===== src/rtl/rsput_pkg.sv =====
// ----------------------------------------------------------------------------
// rsput_pkg
// Shared widths, codes and reset values for the range-sum tree.
// ----------------------------------------------------------------------------
package rsput_pkg;

    localparam int POS_W = 13;
    localparam int VAL_W = 32;
    localparam int SUM_W = 64;

    localparam logic [POS_W-1:0] N_USED_RESET = 13'd4096;

    localparam logic FUNC_ASSIGN = 1'b0;
    localparam logic FUNC_QUERY  = 1'b1;

endpackage


===== src/rtl/rsput_ctrl.sv =====
// ----------------------------------------------------------------------------
// rsput_ctrl
// Sequencer: clearing pass, range-sum walk and leaf-to-root update walk.
// ----------------------------------------------------------------------------
module rsput_ctrl
    import rsput_pkg::*;
#(
    parameter int MAX_POSITIONS = 4096,
    parameter int LW            = 12,
    parameter int IW            = 13
) (
    input  logic                    clk,
    input  logic                    rst_n,
    input  logic                    cfg_write,
    input  logic [POS_W-1:0]        cfg_data,
    input  logic                    in_valid,
    output logic                    in_ready,
    input  logic                    func,
    input  logic [POS_W-1:0]        bound_a,
    input  logic [POS_W-1:0]        bound_b,
    input  logic [POS_W-1:0]        position,
    input  logic signed [VAL_W-1:0] new_value,
    output logic                    out_valid,
    input  logic                    out_ready,
    output logic signed [SUM_W-1:0] range_sum,
    output logic                    node_we,
    output logic [IW-1:0]           node_waddr,
    output logic [SUM_W-1:0]        node_wdata,
    output logic                    node_re,
    output logic [IW-1:0]           node_raddr,
    input  logic [SUM_W-1:0]        node_rdata,
    output logic                    leaf_we,
    output logic [LW-1:0]           leaf_waddr,
    output logic [VAL_W-1:0]        leaf_wdata,
    output logic                    leaf_re,
    output logic [LW-1:0]           leaf_raddr,
    input  logic [VAL_W-1:0]        leaf_rdata
);

    localparam int RW       = IW + 1;
    localparam int MAX_CLIP = (MAX_POSITIONS > 8191) ? 8191 : MAX_POSITIONS;
    localparam logic [POS_W-1:0] MAX_CLIP_V = POS_W'(MAX_CLIP);
    localparam logic [IW-1:0]    CLR_LAST   = IW'(2 * MAX_POSITIONS - 1);
    localparam logic [IW-1:0]    LEAF_END   = IW'(MAX_POSITIONS);

    typedef enum logic [2:0] {
        S_CLEAR,
        S_IDLE,
        S_QUERY,
        S_QOUT,
        S_UREAD,
        S_UDIF,
        S_UWALK
    } state_t;

    state_t              state_reg;
    logic [IW-1:0]       clr_reg;
    logic [POS_W-1:0]    n_used_reg;
    logic [RW-1:0]       l_reg;
    logic [RW-1:0]       r_reg;
    logic                pend_reg;
    logic [SUM_W-1:0]    sum_reg;
    logic                upd_reg;
    logic [IW-1:0]       k_reg;
    logic [LW-1:0]       leaf_reg;
    logic [VAL_W-1:0]    val_reg;
    logic [SUM_W-1:0]    dif_reg;
    logic                out_valid_reg;
    logic [SUM_W-1:0]    range_sum_reg;

    logic [POS_W-1:0]    n_eff;
    logic [POS_W-1:0]    lo_raw;
    logic [POS_W-1:0]    hi_raw;
    logic [POS_W-1:0]    lo_c;
    logic [POS_W-1:0]    hi_c;
    logic                q_empty;
    logic                pos_ok;
    logic [RW-1:0]       l_start;
    logic [RW-1:0]       r_start;
    logic [IW-1:0]       k_start;
    logic [LW-1:0]       leaf_start;
    logic                in_xfer;
    logic                q_go;
    logic                q_rd;
    logic [RW-1:0]       r_dec;
    logic [SUM_W-1:0]    val_sx;
    logic [SUM_W-1:0]    old_sx;

    assign in_ready  = (state_reg == S_IDLE);
    assign in_xfer   = in_valid && in_ready;
    assign out_valid = out_valid_reg;
    assign range_sum = range_sum_reg;

    always_comb
    begin
        n_eff      = (n_used_reg > MAX_CLIP_V) ? MAX_CLIP_V : n_used_reg;
        lo_raw     = (bound_a < bound_b) ? bound_a : bound_b;
        hi_raw     = (bound_a < bound_b) ? bound_b : bound_a;
        lo_c       = (lo_raw == '0) ? POS_W'(1) : lo_raw;
        hi_c       = (hi_raw > n_eff) ? n_eff : hi_raw;
        q_empty    = (lo_c > hi_c);
        pos_ok     = (position != '0) && (position <= n_eff);
        l_start    = RW'(MAX_POSITIONS) + RW'(lo_c) - RW'(1);
        r_start    = RW'(MAX_POSITIONS) + RW'(hi_c);
        k_start    = IW'(MAX_POSITIONS) + IW'(position) - IW'(1);
        leaf_start = LW'(position - POS_W'(1));
        q_go       = (l_reg < r_reg);
        q_rd       = (state_reg == S_QUERY) && q_go && (l_reg[0] || r_reg[0]);
        r_dec      = r_reg - RW'(1);
        val_sx     = {{(SUM_W-VAL_W){val_reg[VAL_W-1]}}, val_reg};
        old_sx     = {{(SUM_W-VAL_W){leaf_rdata[VAL_W-1]}}, leaf_rdata};
    end

    // memory port control
    always_comb
    begin
        node_we    = 1'b0;
        node_waddr = clr_reg;
        node_wdata = '0;
        node_re    = 1'b0;
        node_raddr = k_reg;
        leaf_we    = 1'b0;
        leaf_waddr = clr_reg[LW-1:0];
        leaf_wdata = '0;
        leaf_re    = 1'b0;
        leaf_raddr = leaf_reg;
        unique case (state_reg)
            S_CLEAR:
            begin
                node_we = 1'b1;
                leaf_we = (clr_reg < LEAF_END);
            end
            S_QUERY:
            begin
                node_re    = q_rd;
                node_raddr = l_reg[0] ? l_reg[IW-1:0] : r_dec[IW-1:0];
            end
            S_UREAD:
            begin
                node_re = 1'b1;
                leaf_re = 1'b1;
            end
            S_UDIF:
            begin
                leaf_we    = 1'b1;
                leaf_waddr = leaf_reg;
                leaf_wdata = val_reg;
            end
            S_UWALK:
            begin
                node_we    = 1'b1;
                node_waddr = k_reg;
                node_wdata = node_rdata + dif_reg;
                node_re    = (k_reg != IW'(1));
                node_raddr = k_reg >> 1;
            end
            default:
            begin
            end
        endcase
    end

    always_ff @(posedge clk or negedge rst_n)
    begin
        if (!rst_n)
        begin
            state_reg     <= S_CLEAR;
            clr_reg       <= '0;
            n_used_reg    <= N_USED_RESET;
            l_reg         <= '0;
            r_reg         <= '0;
            pend_reg      <= 1'b0;
            sum_reg       <= '0;
            upd_reg       <= 1'b0;
            k_reg         <= '0;
            leaf_reg      <= '0;
            val_reg       <= '0;
            dif_reg       <= '0;
            out_valid_reg <= 1'b0;
            range_sum_reg <= '0;
        end
        else
        begin
            if (cfg_write)
            begin
                n_used_reg <= cfg_data;
            end

            pend_reg <= q_rd;
            if (pend_reg)
            begin
                sum_reg <= sum_reg + node_rdata;
            end

            // in S_QOUT a taken result is replaced by the next one below
            if (out_valid_reg && out_ready && (state_reg != S_QOUT))
            begin
                out_valid_reg <= 1'b0;
            end

            unique case (state_reg)
                S_CLEAR:
                begin
                    clr_reg <= clr_reg + IW'(1);
                    if (clr_reg == CLR_LAST)
                    begin
                        state_reg <= S_IDLE;
                    end
                end
                S_IDLE:
                begin
                    if (in_xfer)
                    begin
                        upd_reg  <= pos_ok;
                        k_reg    <= k_start;
                        leaf_reg <= leaf_start;
                        val_reg  <= new_value;
                        l_reg    <= l_start;
                        r_reg    <= r_start;
                        sum_reg  <= '0;
                        if (func == FUNC_QUERY)
                        begin
                            state_reg <= q_empty ? S_QOUT : S_QUERY;
                        end
                        else if (pos_ok)
                        begin
                            state_reg <= S_UREAD;
                        end
                    end
                end
                S_QUERY:
                begin
                    if (!q_go)
                    begin
                        state_reg <= S_QOUT;
                    end
                    else if (l_reg[0])
                    begin
                        l_reg <= l_reg + RW'(1);
                    end
                    else if (r_reg[0])
                    begin
                        r_reg <= r_dec;
                    end
                    else
                    begin
                        l_reg <= l_reg >> 1;
                        r_reg <= r_reg >> 1;
                    end
                end
                S_QOUT:
                begin
                    if (!out_valid_reg || out_ready)
                    begin
                        out_valid_reg <= 1'b1;
                        range_sum_reg <= sum_reg;
                        state_reg     <= upd_reg ? S_UREAD : S_IDLE;
                    end
                end
                S_UREAD:
                begin
                    state_reg <= S_UDIF;
                end
                S_UDIF:
                begin
                    dif_reg   <= val_sx - old_sx;
                    state_reg <= S_UWALK;
                end
                S_UWALK:
                begin
                    k_reg <= k_reg >> 1;
                    if (k_reg == IW'(1))
                    begin
                        state_reg <= S_IDLE;
                    end
                end
                default:
                begin
                    state_reg <= S_IDLE;
                end
            endcase
        end
    end

endmodule


===== config.mk =====
export PLATFORM = sky130hd
export DESIGN_NAME = rsput_ctrl
export DESIGN_NICKNAME = d
export VERILOG_FILES = /design/src/rtl/rsput_pkg.sv /design/src/rtl/rsput_ctrl.sv
export SDC_FILE = /design/constraint.sdc
export NUM_CORES = 1
export LEC_CHECK = 0
export BUFFER_PORTS_ARGS = -buffer_cell sky130_fd_sc_hd__buf_2
export CAP_MARGIN = 20
export CORE_UTILIZATION = 60
export CTS_BUF_LIST = sky130_fd_sc_hd__clkbuf_2 sky130_fd_sc_hd__clkbuf_4 sky130_fd_sc_hd__clkbuf_8
export DETAILED_ROUTE_END_ITERATION = 6
export PLACE_DENSITY = 0.82
export SETUP_SLACK_MARGIN = 0.1
export SLEW_MARGIN = 20
export SYNTH_ARGS = -nofsm -noshare
export SYNTH_HDL_FRONTEND = slang
export SYNTH_SLANG_ARGS = --single-unit

===== constraint.sdc =====
create_clock -name clk -period 6.8 [get_ports clk]
set_clock_uncertainty 0.1 [all_clocks]
set_input_delay 0.68 -clock clk [delete_from_list [all_inputs] [get_ports clk]]
set_output_delay 0.68 -clock clk [all_outputs]
set_load 0.02 [all_outputs]

## Word level (Yosys, flattened, before mapping)

Index checks and enable logic that the tools add are counted.
W data, S select, Z words.

| word-level totals | value |
|---|---|
| register bits | 309 |
| input bits | 186 |
| output and inout bits | 216 |
| logic and storage cells | 118 |

| cells by class | value |
|---|---|
| add/subtract/negate cells | 12 |
| order comparisons | 7 |
| equality and inequality tests | 19 |
| mux-type cells | 43 |
| reduce and logical (&&, ||, !) cells | 22 |

Operators by type and width:

| cell | number |
|---|---|
| $mux W64 | 4 |
| $add A64 B64 Y64 | 2 |
| $mux W14 | 8 |
| $mux W13 | 8 |
| $pmux W14 S2 | 2 |
| $pmux W13 S2 | 2 |
| $sub A32 B32 Y33 | 1 |
| $mux W32 | 1 |
| $add A13 B13 Y14 const A | 2 |
| $sub A14 B1 Y14 const B | 2 |
| $gt A13 B13 Y1 | 2 |
| $mux W3 | 8 |
| $pmux W3 S7 | 1 |
| $add A14 B1 Y14 const B | 1 |
| $lt A14 B14 Y1 | 1 |
| $add A13 B1 Y13 const B | 1 |
| $add A13 B13 Y13 const A | 1 |
| $eq A13 B1 Y1 const B | 1 |
| $eq A13 B13 Y1 const B | 1 |
| $gt A13 B13 Y1 const B | 1 |
| $le A13 B13 Y1 | 1 |
| $logic_not A13 Y1 | 1 |
| $lt A13 B13 Y1 | 1 |
| $lt A13 B13 Y1 const B | 1 |
| 26 further kinds | 49 |

## Logic depth before layout (Yosys ltp)

| logic depth | value |
|---|---|
| depth in word-level cells | 9 |
| mapped depth | 37 |
| gate-level depth less buffers | 33 |

## Worst setup path before layout

Ideal clock, no wire load.

| path | value |
|---|---|
| kind | in2reg |
| start | input bound_b[1] |
| end | register state_reg[0] |
| setup time | 125 ps |
| arrival time | 6595 ps |
| required time | 6575 ps |
| path slack | -20 ps |
| stages | 37 |
| path buffers | 4 |
| path through | inv_1 > ha_1 > a21o_1 > a21o_1 > a21o_1 > a21oi_1 > o21ai_1 > a31oi_1 > buf_4 > buf_2 > mux2i_1 > inv_1 > ha_1 > nor2b_1 > o21a_1 > o21a_1 > o21ai_0 > a21oi_1 > o311ai_0 > a21boi_0 > o21ai_0 > a21oi_1 > clkbuf_1 > clkbuf_1 > nor2_1 > a31oi_1 > ha_1 > nor2b_1 > o21a_1 > o21ai_0 > nand2b_1 > a21oi_1 > o211ai_1 > a221o_1 > nand3_1 > a21oi_1 > mux2_2 |

| on the way | value |
|---|---|
| longest elaborated chain between the ends | 9 |
| elaborated cells on any way between the ends | 12 |
| those cells by class | order compare (3); mux (8); reduce/logical (1) |

Ends and longest elaborated chain:

| element | RTL line | RTL |
|---|---|---|
| start: declaration | rsput_ctrl.sv:20 | `input logic [POS_W-1:0] bound_b,` |
| $lt A13 B13 Y1 | rsput_ctrl.sv:97, rsput_ctrl.sv:98 |  |
| $mux W13 (on tied branches) | rsput_ctrl.sv:98, rsput_ctrl.sv:97 |  |
| $gt A13 B13 Y1 or $logic_not A13 Y1 (tied branches) | rsput_ctrl.sv:100, rsput_ctrl.sv:99 |  |
| $mux W13 (on tied branches) | rsput_ctrl.sv:100, rsput_ctrl.sv:99 |  |
| $gt A13 B13 Y1 * | rsput_ctrl.sv:101 | `q_empty = (lo_c > hi_c);` |
| $mux W1 * | rsput_ctrl.sv:223 | `state_reg <= q_empty ? S_QOUT : S_QUERY;` |
| $mux W3 * | rsput_ctrl.sv:221 | `if (func == FUNC_QUERY)` |
| $mux W3 * | rsput_ctrl.sv:212 | `if (in_xfer)` |
| $pmux W3 S7 * | rsput_ctrl.sv:201 | `unique case (state_reg)` |
| end signal: assignment | rsput_ctrl.sv:223 |  |
| end signal: assignment | rsput_ctrl.sv:257 | `state_reg <= upd_reg ? S_UREAD : S_IDLE;` |
| end: declaration | rsput_ctrl.sv:56 | `state_t state_reg;` |

Mark *: on every way between the ends. The rest lies on a longest branch, timed or not. The select of a mux whose other input is x is not followed.
A chain may end at the register's enable or synchronous reset.

## Worst setup path in the final report

Same ends and word-level chain as after synthesis.

==> out/summary.txt <==
PLACE
--------------------------------------------------------------------------------------------------------
Post-placement setup slack                                                                       -147 ps
Post-placement cell area                                                                     26300 sq um
Final weighted congestion of routability-driven global placement                                    1.03
Port Buffers                                                                                         401
Detailed placer's ending HPWL                                                                   62400 um

LAYOUT
--------------------------------------------------------------------------------------------------------
Ratio of cells with drive above 1 in the final layout                                              19.5%
Area delta synth->final                                                                            15.0%
Finished layout cell area                                                                    27500 sq um
Fin nets                                                                                            3689
Filler cell count                                                                                   3177

DETAILED ROUTING
--------------------------------------------------------------------------------------------------------
Number of vias per cell                                                                             6.25
Via count of the routed design                                                                     23900
Average wire per standard cell                                                                   20.8 um
Routed Antenna Nets                                                                                    0
Drt initial violations                                                                              1961
DRC violation count after routing                                                                      0
First drt pass iteration count                                                                         6
Post-Route WL                                                                                   79600 um

SETUP PATH
--------------------------------------------------------------------------------------------------------
Biggest cell delay along the critical path                                                        410 ps
Element type at the critical path end                                                          flip-flop
Worst setup startpoint                                                                        bound_b[1]
WP data required                                                                                 7240 ps
Worst path slowest cell                                                                          mux2i_2
Category of the most critical setup path                                                       in -> reg
Biggest fanout along the worst timing path                                                            25
Most frequent CP cell                                                                            a21oi_1
Worst R2R Start                                                                             n_used_reg[12]
Critical path launch point type                                                                input pin
Worst EP arrival                                                                                 6660 ps

SYNTHESIS
--------------------------------------------------------------------------------------------------------
Cell Area, Synth                                                                             23900 sq um
Avg Cell Area, Syn                                                                            8.15 sq um
Number of synthesized flops with an enable pin                                                         0
Count of distinct cell types in the synthesized netlist                                               86
Portion of synthesized cell area occupied by the leading cell type                                 29.0%
Dominant register cell in the synthesized netlist                                                dfrtp_1
Top area cells in the synthesized netlist                                                   dfrtp_1, ha_1, nand2_1
Synthesized Nets                                                                                    3350
Biggest area consumer among synthesized cells                                                    dfrtp_1
Sequential cell area fraction in the yosys report                                                  29.1%
YS warnings                                                                                            0
Async set-or-reset flop fraction in the synthesized netlist                                         100%
Number of cells produced by synthesis                                                               2933
Number of synthesized register bits                                                                  278

STA
--------------------------------------------------------------------------------------------------------
Final Max Slew Viols                                                                                   0
Unrepaired setup endpoints after global routing                                                    false
Shortest clock period the worst path allows after layout                                         6220 ps
Final setup violation count                                                                            0
Smallest setup slack after layout                                                                 581 ps
Max-Slew Margin vs Limit                                                                           29.5%
Transition at the pin with the smallest max-transition slack                                     1060 ps
Period Utilization, post-route                                                                     91.5%
Maximum clock frequency                                                                          161 MHz
Hold Violations, Final                                                                                 0

FLOORPLAN
--------------------------------------------------------------------------------------------------------
Die Ht                                                                                            202 um
Count of standard-cell rows                                                                           72
DIE AREA                                                                                     40600 sq um
Area of the placeable core                                                                   39000 sq um
I/O pins                                                                                             402
Effective utilization at floorplan                                                                 61.3%
Horizontal die dimension                                                                          202 um

WORST HOLD PATH
--------------------------------------------------------------------------------------------------------
Worst min-delay path startpoint                                                             new_value[22]
Type of the tightest min-delay check                                                           in -> reg

GLOBAL ROUTE
--------------------------------------------------------------------------------------------------------
Grt total ovfl                                                                                         0
First-pass GRT wire length                                                                     125000 um
Largest net degree at the start of global routing                                                    115
Initial antenna violation count                                                                        6
Number of global-route vias before repair                                                          23100
Total global routing track utilization                                                             38.8%

POWER AND IR DROP
--------------------------------------------------------------------------------------------------------
Power after layout                                                                               12.9 mW
Peak supply drop                                                                                0.269 mV
P_leak                                                                                           14.2 nW
Power Dens Cells                                                                             471 nW/um^2

CLOCK NETWORK
--------------------------------------------------------------------------------------------------------
Maximum root-to-sink buffer count                                                                      3
Clock Root Buffer                                                                               clkbuf_8
Post-CTS Setup Repair Bufs                                                                             0
Post-CTS clock slew at the launch and capture registers of the worst setup and hold paths          70 ps
Clock Sinks                                                                                          278
TritonCTS clock tree                                                                                 yes
Clock buffer count from CTS                                                                           49
H-tree depth                                                                                           2
Later-pin clock latency in the skew report                                                        680 ps

RUN
--------------------------------------------------------------------------------------------------------
Maximum Capacitance Violations                                                                         0

OUTCOME
--------------------------------------------------------------------------------------------------------
Outcome                                                                                        completed

[routing by layer]
metal | up-vias | global-route usage, % | wire length (um)
met5 | - | 0 | 12
met3 | 218 | 5.96 | 6780
met2 | 1169 | 62.1 | 36100
met4 | 2 | 17.4 | 3790
met1 | 11400 | 52.0 | 33000
li1 | 11200 | - | -
[path summary, 6_finish.rpt]
| path | endpoint | slack (ps) | depth (start not counted) |
|---|---|---|---|
| max in group asynchronous | n_used_reg[0] | 4470 | 3 |
| setup reg to reg | state_reg[0] | 1770 | 25 |
| hold reg to reg | dif_reg[26] | 390 | 2 |
| hold / removal | val_reg[22] | 90 | 3 |
| setup / recovery | state_reg[0] | 580 | 34 |
| min in group asynchronous | range_sum[10] | 560 | 2 |
[where the power goes]
group          total, mW  internal [mW]  switching, mW
clock network       1.84           1.06          0.782
registers           3.25           2.40          0.851
logic               7.84           3.07           4.78
total               12.9           6.52           6.41
[cell type report]
cell class,instances,area [sq um],area share [%]
multi-input combinational,2390,16000,58.1
antenna,6,15.0,0.0546
inverter,125,469,1.71
tap,518,648,2.36
clock buffer,74,956,3.48
timing repair buffer,428,2230,8.13
clock inverter,15,214,0.779
sequential,278,6960,25.3
[repair_timing]
action | 4_1_cts | 5_1_grt
resized for setup | 0 | 2
hold buffers | 1 | 0
setup endpoints to repair | 0 | 1
endpoints found under the hold margin | 4 | 0
[per-stage QoR]
stage / TNS, ps / hold slack (ps) / utilization (%) / cells
3_5_place_dp: -147 / 380 / 67.4 / 3738
4_1_cts: 0 / 65.1 / 70.4 / 3828
5_1_grt: 0 / 103 / 70.4 / 3833
3_3_place_gp: -40.6 / 370 / 67.4 / 3738
6_report: 0 / 87.6 / 70.4 / 3834
2_1_floorplan: 0 / 284 / - / 2933
[cell usage after synthesis, types with 14 or more instances]
cell type / number
a21o_1: 101
o21a_1: 35
ha_1: 228
a31oi_1: 32
a211oi_1: 31
o21bai_1: 37
clkbuf_1: 127
nand2b_1: 24
a21oi_1: 236
dfrtp_1: 277
nor2b_1: 33
o211ai_1: 16
nand3_1: 47
nor3_1: 52
inv_1: 123
a221oi_1: 15
xor2_1: 70
or3_1: 14
xnor2_1: 112
and3_1: 47
nand2_1: 395
o21ai_0: 184
nor4_1: 14
mux2i_1: 81
mux2_2: 86
nand4_1: 56
nor2_1: 285
[placed cells by master, fill, tap and decap left out, drive strengths merged, types with 8 or more instances in the layout]
| cell | netlist | layout |
|---|---|---|
| a211oi | 32 | 32 |
| a21o | 101 | 101 |
| a21oi | 236 | 236 |
| a221oi | 17 | 17 |
| a31oi | 32 | 32 |
| and2 | 10 | 10 |
| and3 | 47 | 47 |
| and4 | 10 | 10 |
| buf | 12 | 427 |
| clkbuf | 128 | 74 |
| clkinv | 1 | 9 |
| dfrtp | 277 | 277 |
| ha | 228 | 228 |
| inv | 124 | 125 |
| mux2 | 86 | 86 |
| mux2i | 81 | 81 |
| nand2 | 395 | 395 |
| nand2b | 24 | 24 |
| nand3 | 47 | 47 |
| nand4 | 56 | 56 |
| nor2 | 286 | 286 |
| nor2b | 33 | 33 |
| nor3 | 52 | 52 |
| nor3b | 8 | 8 |
| nor4 | 14 | 14 |
| o211ai | 17 | 17 |
| o21a | 35 | 35 |
| o21ai | 195 | 195 |
| o21bai | 37 | 37 |
| o31ai | 11 | 11 |
| o41ai | 8 | 8 |
| or3 | 14 | 14 |
| xnor2 | 112 | 112 |
| xor2 | 70 | 70 |
[kinds of logic after synthesis]
family          count (synthesis)  synth area share (%)
simple gates                 1017                  19.3
mux                           167                  7.44
buf+inv                       265                  4.23
fa+ha+maj                     231                  12.2
xor+xnor                      182                  6.67
flops                         278                  29.1
compound gates                793                  21.0
[worst max-delay path, delay by kind of cell]
kind                     cells  cell delay [ps]
adder cells (fa/ha/maj)      3              820
multiplexers                 2              700
AND/OR/NAND/NOR              4              260
AO/OA/AOI/OAI               21             3540
buffers and inverters        4              640
Power figures use the tool's default switching activity.
